`src/design/image_raw_moments_accumulator_defines.svh`:
```
// ----------------------------------------------------------------------------
// Raw moments accumulator assertion macros
// Shared check forms for the accumulator top level.
// ----------------------------------------------------------------------------
`ifndef IMAGE_RAW_MOMENTS_ACCUMULATOR_DEFINES_SVH
`define IMAGE_RAW_MOMENTS_ACCUMULATOR_DEFINES_SVH

// check a consequent in the same cycle as its antecedent
`define RMOM_ASSERT_NOW(label, ante, cons, msg) \
    label: assert property (@(posedge i_clk) disable iff (!i_rst_n) \
        (ante) |-> (cons)) else $error(msg);

// check a consequent in the cycle after its antecedent
`define RMOM_ASSERT_NEXT(label, ante, cons, msg) \
    label: assert property (@(posedge i_clk) disable iff (!i_rst_n) \
        (ante) |=> (cons)) else $error(msg);

`endif

```
`src/design/rmom_pkg.sv`:
```
// ----------------------------------------------------------------------------
// Raw moments accumulator package
// Field widths, register and mode codes, and queue flag type.
// ----------------------------------------------------------------------------
package rmom_pkg;

    localparam int DEF_MAX_WIDTH  = 4096;
    localparam int DEF_MAX_HEIGHT = 4096;

    localparam int CFG_DIM_W   = 13;
    localparam int CFG_DATA_W  = 13;
    localparam int CFG_INDEX_W = 2;
    localparam int LABEL_W     = 8;
    localparam int MODE_W      = 2;
    localparam int VALUE_W     = 8;

    localparam int COUNT_W  = 25;
    localparam int WEIGHT_W = 32;
    localparam int SUM1_W   = 44;
    localparam int SUM2_W   = 56;

    localparam int QUEUE_DEPTH = 4;

    typedef enum logic [CFG_INDEX_W-1:0] {
        REG_FRAME_WIDTH  = 2'd0,
        REG_FRAME_HEIGHT = 2'd1,
        REG_TARGET_LABEL = 2'd2,
        REG_SOURCE_MODE  = 2'd3
    } t_reg;

    typedef enum logic [MODE_W-1:0] {
        MODE_PIXELS = 2'd0,
        MODE_MASK   = 2'd1,
        MODE_GATED  = 2'd2
    } t_mode;

    typedef struct packed {
        logic full;
        logic empty;
    } t_q_flags;

endpackage

```
`src/design/rmom_front.sv`:
```
// ----------------------------------------------------------------------------
// Raw moments front end
// Holds configuration, tracks raster position and derives count and weight.
// ----------------------------------------------------------------------------
module rmom_front import rmom_pkg::*; #(
    parameter int MAX_WIDTH  = DEF_MAX_WIDTH,
    parameter int MAX_HEIGHT = DEF_MAX_HEIGHT,
    localparam int XW = (MAX_WIDTH > 1) ? $clog2(MAX_WIDTH) : 1,
    localparam int YW = (MAX_HEIGHT > 1) ? $clog2(MAX_HEIGHT) : 1,
    localparam int IW = XW + YW + VALUE_W + 2
) (
    input  logic                   i_clk,
    input  logic                   i_rst_n,
    input  logic                   i_cfg_valid,
    input  logic [CFG_INDEX_W-1:0] i_cfg_index,
    input  logic [CFG_DATA_W-1:0]  i_cfg_data,
    input  logic                   i_in_valid,
    input  logic [VALUE_W-1:0]     i_pixel_value,
    input  logic [LABEL_W-1:0]     i_mask_label,
    input  t_q_flags               i_q_flags,
    output logic                   o_push,
    output logic [IW-1:0]          o_item
);

    localparam int XCW = (XW + 1 > CFG_DIM_W) ? XW + 1 : CFG_DIM_W;
    localparam int YCW = (YW + 1 > CFG_DIM_W) ? YW + 1 : CFG_DIM_W;

    logic [CFG_DIM_W-1:0] r_width;
    logic [CFG_DIM_W-1:0] r_height;
    logic [LABEL_W-1:0]   r_label;
    t_mode                r_mode;
    logic [XW-1:0]        r_col;
    logic [YW-1:0]        r_row;
    logic [XW-1:0]        n_col;
    logic [YW-1:0]        n_row;

    logic [XCW-1:0]     w_eff;
    logic [YCW-1:0]     h_eff;
    logic               last_col;
    logic               last_row;
    logic               match;
    logic               cnt;
    logic [VALUE_W-1:0] wgt;

    always_comb begin
        if (r_width == '0) begin
            w_eff = XCW'(1);
        end else if (XCW'(r_width) > XCW'(MAX_WIDTH)) begin
            w_eff = XCW'(MAX_WIDTH);
        end else begin
            w_eff = XCW'(r_width);
        end
        if (r_height == '0) begin
            h_eff = YCW'(1);
        end else if (YCW'(r_height) > YCW'(MAX_HEIGHT)) begin
            h_eff = YCW'(MAX_HEIGHT);
        end else begin
            h_eff = YCW'(r_height);
        end
    end

    assign last_col = (XCW'(r_col) + XCW'(1)) >= w_eff;
    assign last_row = (YCW'(r_row) + YCW'(1)) >= h_eff;
    assign match    = (i_mask_label == r_label);

    always_comb begin
        unique case (r_mode)
            MODE_PIXELS: begin
                cnt = 1'b1;
                wgt = i_pixel_value;
            end
            MODE_MASK: begin
                cnt = match;
                wgt = VALUE_W'(match);
            end
            default: begin
                cnt = match;
                wgt = match ? i_pixel_value : '0;
            end
        endcase
    end

    assign o_push = i_in_valid && !i_q_flags.full;
    assign o_item = {last_col && last_row, cnt, wgt, r_row, r_col};

    always_comb begin
        n_col = r_col;
        n_row = r_row;
        if (o_push) begin
            if (last_col && last_row) begin
                n_col = '0;
                n_row = '0;
            end else if (last_col) begin
                n_col = '0;
                n_row = r_row + YW'(1);
            end else begin
                n_col = r_col + XW'(1);
            end
        end
    end

    always_ff @(posedge i_clk) begin
        if (!i_rst_n) begin
            r_width  <= CFG_DIM_W'(1);
            r_height <= CFG_DIM_W'(1);
            r_label  <= '0;
            r_mode   <= MODE_PIXELS;
            r_col    <= '0;
            r_row    <= '0;
        end else begin
            r_col <= n_col;
            r_row <= n_row;
            if (i_cfg_valid) begin
                unique case (t_reg'(i_cfg_index))
                    REG_FRAME_WIDTH:  r_width  <= i_cfg_data;
                    REG_FRAME_HEIGHT: r_height <= i_cfg_data;
                    REG_TARGET_LABEL: r_label  <= i_cfg_data[LABEL_W-1:0];
                    REG_SOURCE_MODE:  r_mode   <= t_mode'(i_cfg_data[MODE_W-1:0]);
                endcase
            end
        end
    end

endmodule

```
`src/design/rmom_queue.sv`:
```
// ----------------------------------------------------------------------------
// Raw moments item queue
// Short first-in first-out buffer between front end and accumulator.
// ----------------------------------------------------------------------------
module rmom_queue import rmom_pkg::*; #(
    parameter int W = 1
) (
    input  logic         i_clk,
    input  logic         i_rst_n,
    input  logic         i_push,
    input  logic [W-1:0] i_item,
    input  logic         i_pop,
    output logic [W-1:0] o_head,
    output t_q_flags     o_flags
);

    localparam int PW = $clog2(QUEUE_DEPTH);

    logic [W-1:0] r_mem [QUEUE_DEPTH];
    logic [PW-1:0] r_wr_ptr;
    logic [PW-1:0] r_rd_ptr;
    logic [PW:0]   r_count;

    assign o_head        = r_mem[r_rd_ptr];
    assign o_flags.full  = (r_count == (PW+1)'(QUEUE_DEPTH));
    assign o_flags.empty = (r_count == '0);

    always_ff @(posedge i_clk) begin
        if (i_push) begin
            r_mem[r_wr_ptr] <= i_item;
        end
    end

    always_ff @(posedge i_clk) begin
        if (!i_rst_n) begin
            r_wr_ptr <= '0;
            r_rd_ptr <= '0;
            r_count  <= '0;
        end else begin
            if (i_push) begin
                r_wr_ptr <= r_wr_ptr + PW'(1);
            end
            if (i_pop) begin
                r_rd_ptr <= r_rd_ptr + PW'(1);
            end
            case ({i_push, i_pop})
                2'b10:   r_count <= r_count + (PW+1)'(1);
                2'b01:   r_count <= r_count - (PW+1)'(1);
                default: r_count <= r_count;
            endcase
        end
    end

endmodule

```
`src/design/rmom_back.sv`:
```
// ----------------------------------------------------------------------------
// Raw moments accumulator back end
// Two product stages, the seven sums and the result register.
// ----------------------------------------------------------------------------
module rmom_back import rmom_pkg::*; #(
    parameter int MAX_WIDTH  = DEF_MAX_WIDTH,
    parameter int MAX_HEIGHT = DEF_MAX_HEIGHT,
    localparam int XW = (MAX_WIDTH > 1) ? $clog2(MAX_WIDTH) : 1,
    localparam int YW = (MAX_HEIGHT > 1) ? $clog2(MAX_HEIGHT) : 1,
    localparam int IW = XW + YW + VALUE_W + 2
) (
    input  logic                i_clk,
    input  logic                i_rst_n,
    input  logic [IW-1:0]       i_head,
    input  t_q_flags            i_q_flags,
    output logic                o_pop,
    output logic                o_out_valid,
    input  logic                i_out_stall,
    output logic [COUNT_W-1:0]  o_pixel_count,
    output logic [WEIGHT_W-1:0] o_weight_sum,
    output logic [SUM1_W-1:0]   o_sum_x,
    output logic [SUM1_W-1:0]   o_sum_y,
    output logic [SUM2_W-1:0]   o_sum_xx,
    output logic [SUM2_W-1:0]   o_sum_xy,
    output logic [SUM2_W-1:0]   o_sum_yy
);

    localparam int WXW  = VALUE_W + XW;
    localparam int WYW  = VALUE_W + YW;
    localparam int WXXW = WXW + XW;
    localparam int WXYW = WXW + YW;
    localparam int WYYW = WYW + YW;

    logic [XW-1:0]      h_x;
    logic [YW-1:0]      h_y;
    logic [VALUE_W-1:0] h_w;
    logic               h_c;
    logic               h_last;
    logic               adv;

    logic               r_p1_valid;
    logic               r_p1_last;
    logic               r_p1_c;
    logic [VALUE_W-1:0] r_p1_w;
    logic [XW-1:0]      r_p1_x;
    logic [YW-1:0]      r_p1_y;
    logic [WXW-1:0]     r_p1_wx;
    logic [WYW-1:0]     r_p1_wy;

    logic               r_p2_valid;
    logic               r_p2_last;
    logic               r_p2_c;
    logic [VALUE_W-1:0] r_p2_w;
    logic [WXW-1:0]     r_p2_wx;
    logic [WYW-1:0]     r_p2_wy;
    logic [WXXW-1:0]    r_p2_wxx;
    logic [WXYW-1:0]    r_p2_wxy;
    logic [WYYW-1:0]    r_p2_wyy;

    logic [COUNT_W-1:0]  r_n_acc;
    logic [WEIGHT_W-1:0] r_s_acc;
    logic [SUM1_W-1:0]   r_x_acc;
    logic [SUM1_W-1:0]   r_y_acc;
    logic [SUM2_W-1:0]   r_xx_acc;
    logic [SUM2_W-1:0]   r_xy_acc;
    logic [SUM2_W-1:0]   r_yy_acc;

    logic [COUNT_W-1:0]  n_n_acc;
    logic [WEIGHT_W-1:0] n_s_acc;
    logic [SUM1_W-1:0]   n_x_acc;
    logic [SUM1_W-1:0]   n_y_acc;
    logic [SUM2_W-1:0]   n_xx_acc;
    logic [SUM2_W-1:0]   n_xy_acc;
    logic [SUM2_W-1:0]   n_yy_acc;

    logic r_out_valid;

    assign {h_last, h_c, h_w, h_y, h_x} = i_head;

    assign adv         = !(r_out_valid && i_out_stall);
    assign o_pop       = adv && !i_q_flags.empty;
    assign o_out_valid = r_out_valid;

    assign n_n_acc  = r_n_acc + COUNT_W'(r_p2_c);
    assign n_s_acc  = r_s_acc + WEIGHT_W'(r_p2_w);
    assign n_x_acc  = r_x_acc + SUM1_W'(r_p2_wx);
    assign n_y_acc  = r_y_acc + SUM1_W'(r_p2_wy);
    assign n_xx_acc = r_xx_acc + SUM2_W'(r_p2_wxx);
    assign n_xy_acc = r_xy_acc + SUM2_W'(r_p2_wxy);
    assign n_yy_acc = r_yy_acc + SUM2_W'(r_p2_wyy);

    always_ff @(posedge i_clk) begin
        if (adv) begin
            r_p1_last <= h_last;
            r_p1_c    <= h_c;
            r_p1_w    <= h_w;
            r_p1_x    <= h_x;
            r_p1_y    <= h_y;
            r_p1_wx   <= WXW'(h_w) * WXW'(h_x);
            r_p1_wy   <= WYW'(h_w) * WYW'(h_y);
            r_p2_last <= r_p1_last;
            r_p2_c    <= r_p1_c;
            r_p2_w    <= r_p1_w;
            r_p2_wx   <= r_p1_wx;
            r_p2_wy   <= r_p1_wy;
            r_p2_wxx  <= WXXW'(r_p1_wx) * WXXW'(r_p1_x);
            r_p2_wxy  <= WXYW'(r_p1_wx) * WXYW'(r_p1_y);
            r_p2_wyy  <= WYYW'(r_p1_wy) * WYYW'(r_p1_y);
            if (r_p2_valid && r_p2_last) begin
                o_pixel_count <= n_n_acc;
                o_weight_sum  <= n_s_acc;
                o_sum_x       <= n_x_acc;
                o_sum_y       <= n_y_acc;
                o_sum_xx      <= n_xx_acc;
                o_sum_xy      <= n_xy_acc;
                o_sum_yy      <= n_yy_acc;
            end
        end
    end

    always_ff @(posedge i_clk) begin
        if (!i_rst_n) begin
            r_p1_valid  <= 1'b0;
            r_p2_valid  <= 1'b0;
            r_out_valid <= 1'b0;
            r_n_acc     <= '0;
            r_s_acc     <= '0;
            r_x_acc     <= '0;
            r_y_acc     <= '0;
            r_xx_acc    <= '0;
            r_xy_acc    <= '0;
            r_yy_acc    <= '0;
        end else if (adv) begin
            r_p1_valid  <= !i_q_flags.empty;
            r_p2_valid  <= r_p1_valid;
            r_out_valid <= r_p2_valid && r_p2_last;
            if (r_p2_valid) begin
                if (r_p2_last) begin
                    r_n_acc  <= '0;
                    r_s_acc  <= '0;
                    r_x_acc  <= '0;
                    r_y_acc  <= '0;
                    r_xx_acc <= '0;
                    r_xy_acc <= '0;
                    r_yy_acc <= '0;
                end else begin
                    r_n_acc  <= n_n_acc;
                    r_s_acc  <= n_s_acc;
                    r_x_acc  <= n_x_acc;
                    r_y_acc  <= n_y_acc;
                    r_xx_acc <= n_xx_acc;
                    r_xy_acc <= n_xy_acc;
                    r_yy_acc <= n_yy_acc;
                end
            end
        end
    end

endmodule

```
`src/design/image_raw_moments_accumulator.sv`:
```
// ----------------------------------------------------------------------------
// Image raw moments accumulator
// Takes one pixel per word in raster order and, on the last pixel of each
// frame, returns the count and the raw moments of order up to two. Pixels are
// taken at one per clock while the four-entry queue has room; after the last
// pixel of a frame is taken, it passes through the queue and the two multiply
// stages into the result register. A stalled result holds the accumulator
// pipeline, and the queue then fills and stalls the input. Configuration is
// taken every cycle and acts on the next pixel.
// ----------------------------------------------------------------------------
`include "image_raw_moments_accumulator_defines.svh"

module image_raw_moments_accumulator import rmom_pkg::*; #(
    parameter int MAX_WIDTH  = DEF_MAX_WIDTH,
    parameter int MAX_HEIGHT = DEF_MAX_HEIGHT
) (
    input  logic                   i_clk,
    input  logic                   i_rst_n,
    input  logic                   i_cfg_valid,
    output logic                   o_cfg_ready,
    input  logic [CFG_INDEX_W-1:0] i_cfg_index,
    input  logic [CFG_DATA_W-1:0]  i_cfg_data,
    input  logic                   i_in_valid,
    output logic                   o_in_stall,
    input  logic [VALUE_W-1:0]     i_pixel_value,
    input  logic [LABEL_W-1:0]     i_mask_label,
    output logic                   o_out_valid,
    input  logic                   i_out_stall,
    output logic [COUNT_W-1:0]     o_pixel_count,
    output logic [WEIGHT_W-1:0]    o_weight_sum,
    output logic [SUM1_W-1:0]      o_sum_x,
    output logic [SUM1_W-1:0]      o_sum_y,
    output logic [SUM2_W-1:0]      o_sum_xx,
    output logic [SUM2_W-1:0]      o_sum_xy,
    output logic [SUM2_W-1:0]      o_sum_yy
);

    localparam int XW = (MAX_WIDTH > 1) ? $clog2(MAX_WIDTH) : 1;
    localparam int YW = (MAX_HEIGHT > 1) ? $clog2(MAX_HEIGHT) : 1;
    localparam int IW = XW + YW + VALUE_W + 2;

    logic          push;
    logic          pop;
    logic [IW-1:0] item;
    logic [IW-1:0] head;
    t_q_flags      q_flags;

    assign o_cfg_ready = 1'b1;
    assign o_in_stall  = q_flags.full;

    rmom_front #(
        .MAX_WIDTH  (MAX_WIDTH),
        .MAX_HEIGHT (MAX_HEIGHT)
    ) u_front (
        .i_clk         (i_clk),
        .i_rst_n       (i_rst_n),
        .i_cfg_valid   (i_cfg_valid && o_cfg_ready),
        .i_cfg_index   (i_cfg_index),
        .i_cfg_data    (i_cfg_data),
        .i_in_valid    (i_in_valid),
        .i_pixel_value (i_pixel_value),
        .i_mask_label  (i_mask_label),
        .i_q_flags     (q_flags),
        .o_push        (push),
        .o_item        (item)
    );

    rmom_queue #(
        .W (IW)
    ) u_queue (
        .i_clk   (i_clk),
        .i_rst_n (i_rst_n),
        .i_push  (push),
        .i_item  (item),
        .i_pop   (pop),
        .o_head  (head),
        .o_flags (q_flags)
    );

    rmom_back #(
        .MAX_WIDTH  (MAX_WIDTH),
        .MAX_HEIGHT (MAX_HEIGHT)
    ) u_back (
        .i_clk         (i_clk),
        .i_rst_n       (i_rst_n),
        .i_head        (head),
        .i_q_flags     (q_flags),
        .o_pop         (pop),
        .o_out_valid   (o_out_valid),
        .i_out_stall   (i_out_stall),
        .o_pixel_count (o_pixel_count),
        .o_weight_sum  (o_weight_sum),
        .o_sum_x       (o_sum_x),
        .o_sum_y       (o_sum_y),
        .o_sum_xx      (o_sum_xx),
        .o_sum_xy      (o_sum_xy),
        .o_sum_yy      (o_sum_yy)
    );

    `RMOM_ASSERT_NOW(a_pop_not_empty, pop, !q_flags.empty, "pop from empty queue")
    `RMOM_ASSERT_NOW(a_push_not_full, push, !q_flags.full, "push into full queue")
    `RMOM_ASSERT_NOW(a_hold_on_stall, o_out_valid && i_out_stall, !pop,
        "queue drained while result is held")
    `RMOM_ASSERT_NEXT(a_queue_gains, push && !pop, !q_flags.empty,
        "queue empty after a push")

endmodule

```
`config.mk`:
```
export PLATFORM = sky130hd
export DESIGN_NAME = image_raw_moments_accumulator
export DESIGN_NICKNAME = d
export VERILOG_FILES = /design/src/design/rmom_pkg.sv /design/src/design/rmom_front.sv /design/src/design/rmom_queue.sv /design/src/design/rmom_back.sv /design/src/design/image_raw_moments_accumulator.sv
export VERILOG_INCLUDE_DIRS = /design/src /design/src/design
export SDC_FILE = /design/constraint.sdc
export NUM_CORES = 2
export LEC_CHECK = 0
export BUFFER_PORTS_ARGS = -buffer_cell sky130_fd_sc_hd__clkbuf_2
export CAP_MARGIN = 20
export CORE_ASPECT_RATIO = 0.75
export CORE_MARGIN = 8
export CORE_UTILIZATION = 45
export DETAILED_ROUTE_END_ITERATION = 10
export HOLD_SLACK_MARGIN = 0.1
export PLACE_DENSITY = 0.59
export SLEW_MARGIN = 25
export SYNTH_ARGS = -nofsm -noshare
export SYNTH_HDL_FRONTEND = slang
export SYNTH_HIERARCHICAL = 1
export SYNTH_SLANG_ARGS = --single-unit
```
`constraint.sdc`:
```
create_clock -name i_clk -period 19.3 [get_ports i_clk]
set_input_delay 1.93 -clock i_clk [delete_from_list [all_inputs] [get_ports i_clk]]
set_output_delay 1.93 -clock i_clk [all_outputs]
set_load 0.01 [all_outputs]
```
; ---- Word-level counts from Yosys, hierarchy flattened
; Memories as Yosys holds them, arrays and structs flattened. A register that Yosys moved wholly into a read port is not among the register bits.
; Index checks and enable logic that the tools add are counted.
[op_classes]
bitwise_logic = 1
div = 0
n_addsub = 15
mul = 5
muxes = 23
eq_ne = 8
reduce_logical = 22
magnitude_cmp = 4
shift = 0
[ops]
columns = operator, n
row1 = $add A56 B32 Y56, 3
row2 = $mux W56, 3
row3 = $mul A20 B12 Y32, 3
row4 = $add A44 B20 Y44, 2
row5 = $mux W44, 2
row6 = $mux W13, 4
row7 = $mux W12, 4
row8 = $mul A8 B12 Y20, 2
row9 = $add A32 B8 Y32, 1
row10 = $mux W32, 1
row11 = $add A12 B1 Y13 const B, 2
row12 = $ge A13 B13 Y1, 2
row13 = $gt A13 B13 Y1 const B, 2
row14 = $logic_not A13 Y1, 2
row15 = $add A25 B1 Y25, 1
row16 = $mux W25, 1
row17 = $add A12 B1 Y12 const B, 2
row18 = $pmux W8 S2, 1
row19 = $reduce_and A2 Y1, 7
row20 = $eq A8 B8 Y1, 1
row21 = $mux W8, 1
row22 = $eq A2 B1 Y1 const B, 3
row23 = $eq A2 B2 Y1 const B, 3
row24 = $pmux W3 S2, 1
row25 = other kinds (12), 24
[totals]
ram_bits = 136
rom_bits = 0
latchBits = 0
word_cells = 120
ff_bits = 916
memories = 1
[mem_list]
columns = name, words, word_bits, rd, rd_clocked_by_memory_dff, wr, line
row1 = u_queue.r_mem, 4, 34, 1, 1, 1, rmom_queue.sv:19  ; logic [W-1:0] r_mem [QUEUE_DEPTH];

; ---- Longest topological paths before layout
[logic_depth]
word_depth = 7
mapped_depth = 23
ltp_nobuf = 21

; ---- By module
; Netlist, hierarchy kept.
[modules_own_cells]
columns = mod, n_inst, area_each_um2, cells_per_inst
row1 = rmom_back, 1, 67019.3, 6839
row2 = rmom_queue, 1, 5405.2, 224
row3 = rmom_front, 1, 3688.5, 446
row4 = image_raw_moments_accumulator, 1, 11.3, 2

; ---- Least setup slack after synthesis
; OpenSTA, ideal clock, no wires.
[synth_path]
path_type = input to register
startpoint = input port i_out_stall
endpoint = register u_back.o_pixel_count[0], enable pin
t_arrival_ns = 13.739
path_stages = 6
setup_time_ns = 0.663
n_path_buf = 2
required_time_ns = 18.637
path_slack_ns = 4.898
path_cell_list = nand2_1 -> and2_1 -> clkbuf_1 -> clkbuf_1 -> nand2_1 -> inv_1
[synth_between]
elab_chain_cells = 3
[synth_rtl]
columns = item, line
row1 = start: declaration, image_raw_moments_accumulator.sv:28  ; input logic i_out_stall,
row2 = $logic_and A1 B1 Y1, rmom_back.sv:80  ; assign adv = !(r_out_valid && i_out_stall);
row3 = $not A1 Y1 (no line), n/a
row4 = $reduce_and A2 Y1 (no line), n/a
row5 = end signal: assignment, rmom_back.sv:110  ; o_pixel_count <= n_n_acc;
row6 = end: declaration, rmom_back.sv:19  ; output logic [COUNT_W-1:0] o_pixel_count,
; No other way between the ends.
; A chain may end at the register's enable or synchronous reset.

==> reports/results.env <==
OUTCOME='finished, final reports clean'
POSTCTSSETUPREPAIRBUFS=0
SKEW_NS=0.0335
HOLD_VIOL_FINAL=0
MIN_PERIOD_NS=6.53
ANTENNA_FOUND_INITIAL=4
HOLD_START='u_back/r_p1_w[0]$_DFFE_PN_'
MOST-COMMON-LAYOUT-CELLS='976 x sky130_fd_sc_hd__nand2_1, 866 x sky130_fd_sc_hd__inv_1, 669 x sky130_fd_sc_hd__edfxtp_1, 667 x sky130_fd_sc_hd__fa_1, 469 x sky130_fd_sc_hd__ha_1'
MAX-CLOCK-PATH-BUFFERS=3
FINALSETUPTNS_NS=0
DETAILED_ROUTER_ITERATION_COUNT_BEFORE_ANTENNA_REPAIR=6
START_UTIL=0.454
SYNTH_AREA_MM2=0.0761
TIMING.CRITICAL_PATH.TO_TYPE='flop'
DETAILEDPLACEMENTHPWL_UM=150000
DR_TOTAL_VIAS=54800
PLACE.PORT_BUFFERS=350
DIE_WIDTH_UM=491
ROUTABILITY_CONGESTION_ESTIMATE_FROM_GLOBAL_PLACEMENT=0.888
CRIT_REQUIRED_NS=19.81
DIE_HEIGHT_UM=372
GRT_START_MAX_NET_PINS=149
INITIALDRTVIOLATIONCOUNT=4498
DRCVIOLATIONCOUNT=0
POST_CTS_RESIZE_COUNT=0
SYNTH_ENABLE_FLOP_CELLS=669
ROUTED_WIRE_LENGTH_PER_INSTANCE_UM=20.6
GLOBAL_ROUTE_WIRE_LENGTH_BEFORE_REPAIR_UM=319000
FLOORPLAN.DIE_AREA_MM2=0.183
CORE-AREA_MM2=0.168
SETUP_VIOL=0
HOLD_PATH.CLASS='reg2reg'
MAXCAP_VIOL_COUNT=0
AREA_GROWTH_PCT=9.84
SEQ_AREA_FRAC_SYNTH=0.365
OVERFLOW_LEFT_AFTER_GLOBAL_ROUTING=0
ROUTE.ANTENNA.REMAINING_NETS=0
GRT_USAGE=0.219
IOPINCOUNT=352
DRIVE_ABOVE_1_SHARE=0.0928
CTS_NUM_SINKS=1054
CTS_TREE='built'
WORSTSETUPSTARTPOINTTYPE='flop'
SETUP.REG_TO_REG.WORST_SLACK_NS=12.77
H-TREE-DEPTH=3
FINAL_NETS=8843
CELL_TYPES_WITH_THE_LARGEST_AREA_SHARE_AFTER_SYNTHESIS='sky130_fd_sc_hd__edfxtp_1 26%, sky130_fd_sc_hd__fa_1 18%, sky130_fd_sc_hd__dfxtp_1 10%, sky130_fd_sc_hd__ha_1 7.7%, sky130_fd_sc_hd__nand2_1 4.8%'
POST_SYNTH_NUM_CELL_TYPES=119
YS_FF_LATCH=1054
SLEW_VIOL_FINAL=0
LAYOUT.CELLS.MOST_COMMON='sky130_fd_sc_hd__nand2_1'
SYNTH_FP_NETS=8683
ROUTED_WIRELENGTH_UM=206000
CRITPATHARRIVALTIME_NS=7.03
DETAIL_ROUTE.VIAS_PER_CELL=5.48
PATH_CLK_SLEW_NS=0.06
MAX-SLEW-MARGIN-REL=0.312
CLK_ROOT_BUFFER_CELL='sky130_fd_sc_hd__clkbuf_16'
GRT_PASS1_VIAS=54600
FINAL.FILL_COUNT=15200
SYNTH-ASYNC-RESET-RATIO=0
PATH_CLASS='reg2reg'
FIN_CRIT_SH=0.338
YOSYS_WARNINGS=6
CLK_LATENCY_NS=0.78
SYNTH_CELLS=7511
SYNTH_TOP_CELL_BY_AREA='sky130_fd_sc_hd__edfxtp_1'
FMAXACHIEVABLE_GHz=0.153
MAX_SLEW.WORST_PIN.SLEW_NS=1.03
SYNTH_LARGEST_TYPE_AREA_FRACTION=0.264
POSTCTSHOLDBUFS=0
SYNTH_TOP_FLOP_CELL='sky130_fd_sc_hd__edfxtp_1'
CTS-BUFFERS-INSERTED=110
ROWS=130
RSZ0062_AT_GRT='no'
AVGSYNTHCELLAREA_UM2=10.1
TIMING.CRITICAL_PATH.FANOUT_MAX=34
## logic make-up (layout without fill, tap and decap cells)
logic type	after synthesis	count (layout)	share of synthesized area
simple gates	2313	2313	0.144
fa+ha+maj	1136	1136	0.252
compound gates	1276	1276	0.111
xor+xnor	431	431	0.0497
flops	1054	1054	0.365
buf+inv	1246	1504	0.0644
other cells	1	2	0.0000493
mux	54	54	0.0129
## final timing paths
kind / to / depth (start not counted)
hold reg to reg: u_back/r_p2_w[0]$_DFFE_PN_ / 0
setup reg to reg: u_back/r_p1_wy[19]$_DFFE_PN_ / 18
hold / removal: u_back/r_p2_w[0]$_DFFE_PN_ / 0
setup / recovery: u_back/r_p1_wy[19]$_DFFE_PN_ / 18
## state kept, by name, indices dropped and copies added, names as in the netlist, 44 cells and up, named ones only
signal and count:
u_back/r_xx_acc 56, u_back/o_sum_x 44, u_back/r_x_acc 44, u_back/r_xy_acc 56, u_back/o_sum_yy 56, u_back/r_y_acc 44
u_back/o_sum_xy 56, u_back/o_sum_y 44, u_queue/r_mem 136, u_back/o_sum_xx 56, u_back/r_yy_acc 56
## per-stage QoR
stage          cells  hold slack [ns]  worst slack, ns  utilization  area, um2
6_report       10000            0.401            12.77        0.499      83600
5_1_grt        10000            0.428            12.30        0.499      83600
4_1_cts        10000            0.400            12.76        0.499      83600
3_5_place_dp    9802            0.407            12.77        0.475      79700
3_3_place_gp    9802            0.409            12.99        0.475      79700
2_1_floorplan   7511            0.400             4.90            -      76100
## cell type report
| type | instances | area, um2 | area share |
|---|---|---|---|
| flip-flops and latches | 1054 | 27800 | 0.332 |
| inverters | 869 | 3270 | 0.0392 |
| clock inverters | 69 | 935 | 0.0112 |
| multi-input cells | 5211 | 43500 | 0.520 |
| diodes | 1 | 2.50 | 0.0000299 |
| clock buffers | 141 | 2990 | 0.0358 |
| well taps | 2244 | 2810 | 0.0336 |
| repair buffers | 425 | 2330 | 0.0279 |
## synth_stat cells, types with 234 or more instances
master                     number
sky130_fd_sc_hd__ha_1         469
sky130_fd_sc_hd__nor2_1       380
sky130_fd_sc_hd__fa_1         667
sky130_fd_sc_hd__dfxtp_1      385
sky130_fd_sc_hd__edfxtp_1     669
sky130_fd_sc_hd__a21oi_1      328
sky130_fd_sc_hd__xnor2_1      274
sky130_fd_sc_hd__and2_1       343
sky130_fd_sc_hd__nand2_1      980
sky130_fd_sc_hd__clkbuf_1     318
sky130_fd_sc_hd__inv_1        868
sky130_fd_sc_hd__o21ai_0      234
## worst max-delay path, stage by stage, from the launching register on
cell	delay [ns]
sky130_fd_sc_hd__dfxtp_2	0.31
sky130_fd_sc_hd__buf_4	0.54
sky130_fd_sc_hd__mux4_2	0.84
sky130_fd_sc_hd__and2_1	0.29
sky130_fd_sc_hd__fa_1	0.53
sky130_fd_sc_hd__inv_1	0.05
sky130_fd_sc_hd__fa_1	0.56
sky130_fd_sc_hd__fa_1	0.43
sky130_fd_sc_hd__fa_1	0.49
sky130_fd_sc_hd__inv_1	0.05
sky130_fd_sc_hd__ha_1	0.34
sky130_fd_sc_hd__a21o_1	0.18
sky130_fd_sc_hd__a21o_1	0.17
sky130_fd_sc_hd__a21oi_1	0.26
sky130_fd_sc_hd__o21ai_0	0.20
sky130_fd_sc_hd__a2111oi_0	0.57
sky130_fd_sc_hd__o21bai_1	0.14
sky130_fd_sc_hd__a21oi_1	0.19
sky130_fd_sc_hd__xnor2_1	0.09
## per-layer routing
metal,vias to the layer above,global-route usage,routed length (um)
met2,1682,0.341,91600
met3,266,0.0382,13500
met1,27300,0.313,94600
met4,0,0.0698,6390
met5,-,0,0
li1,25600,-,-
Power is left out: the tool's default activity adds up to more than one toggle a clock period on the data nets, which glitch-free logic cannot reach.
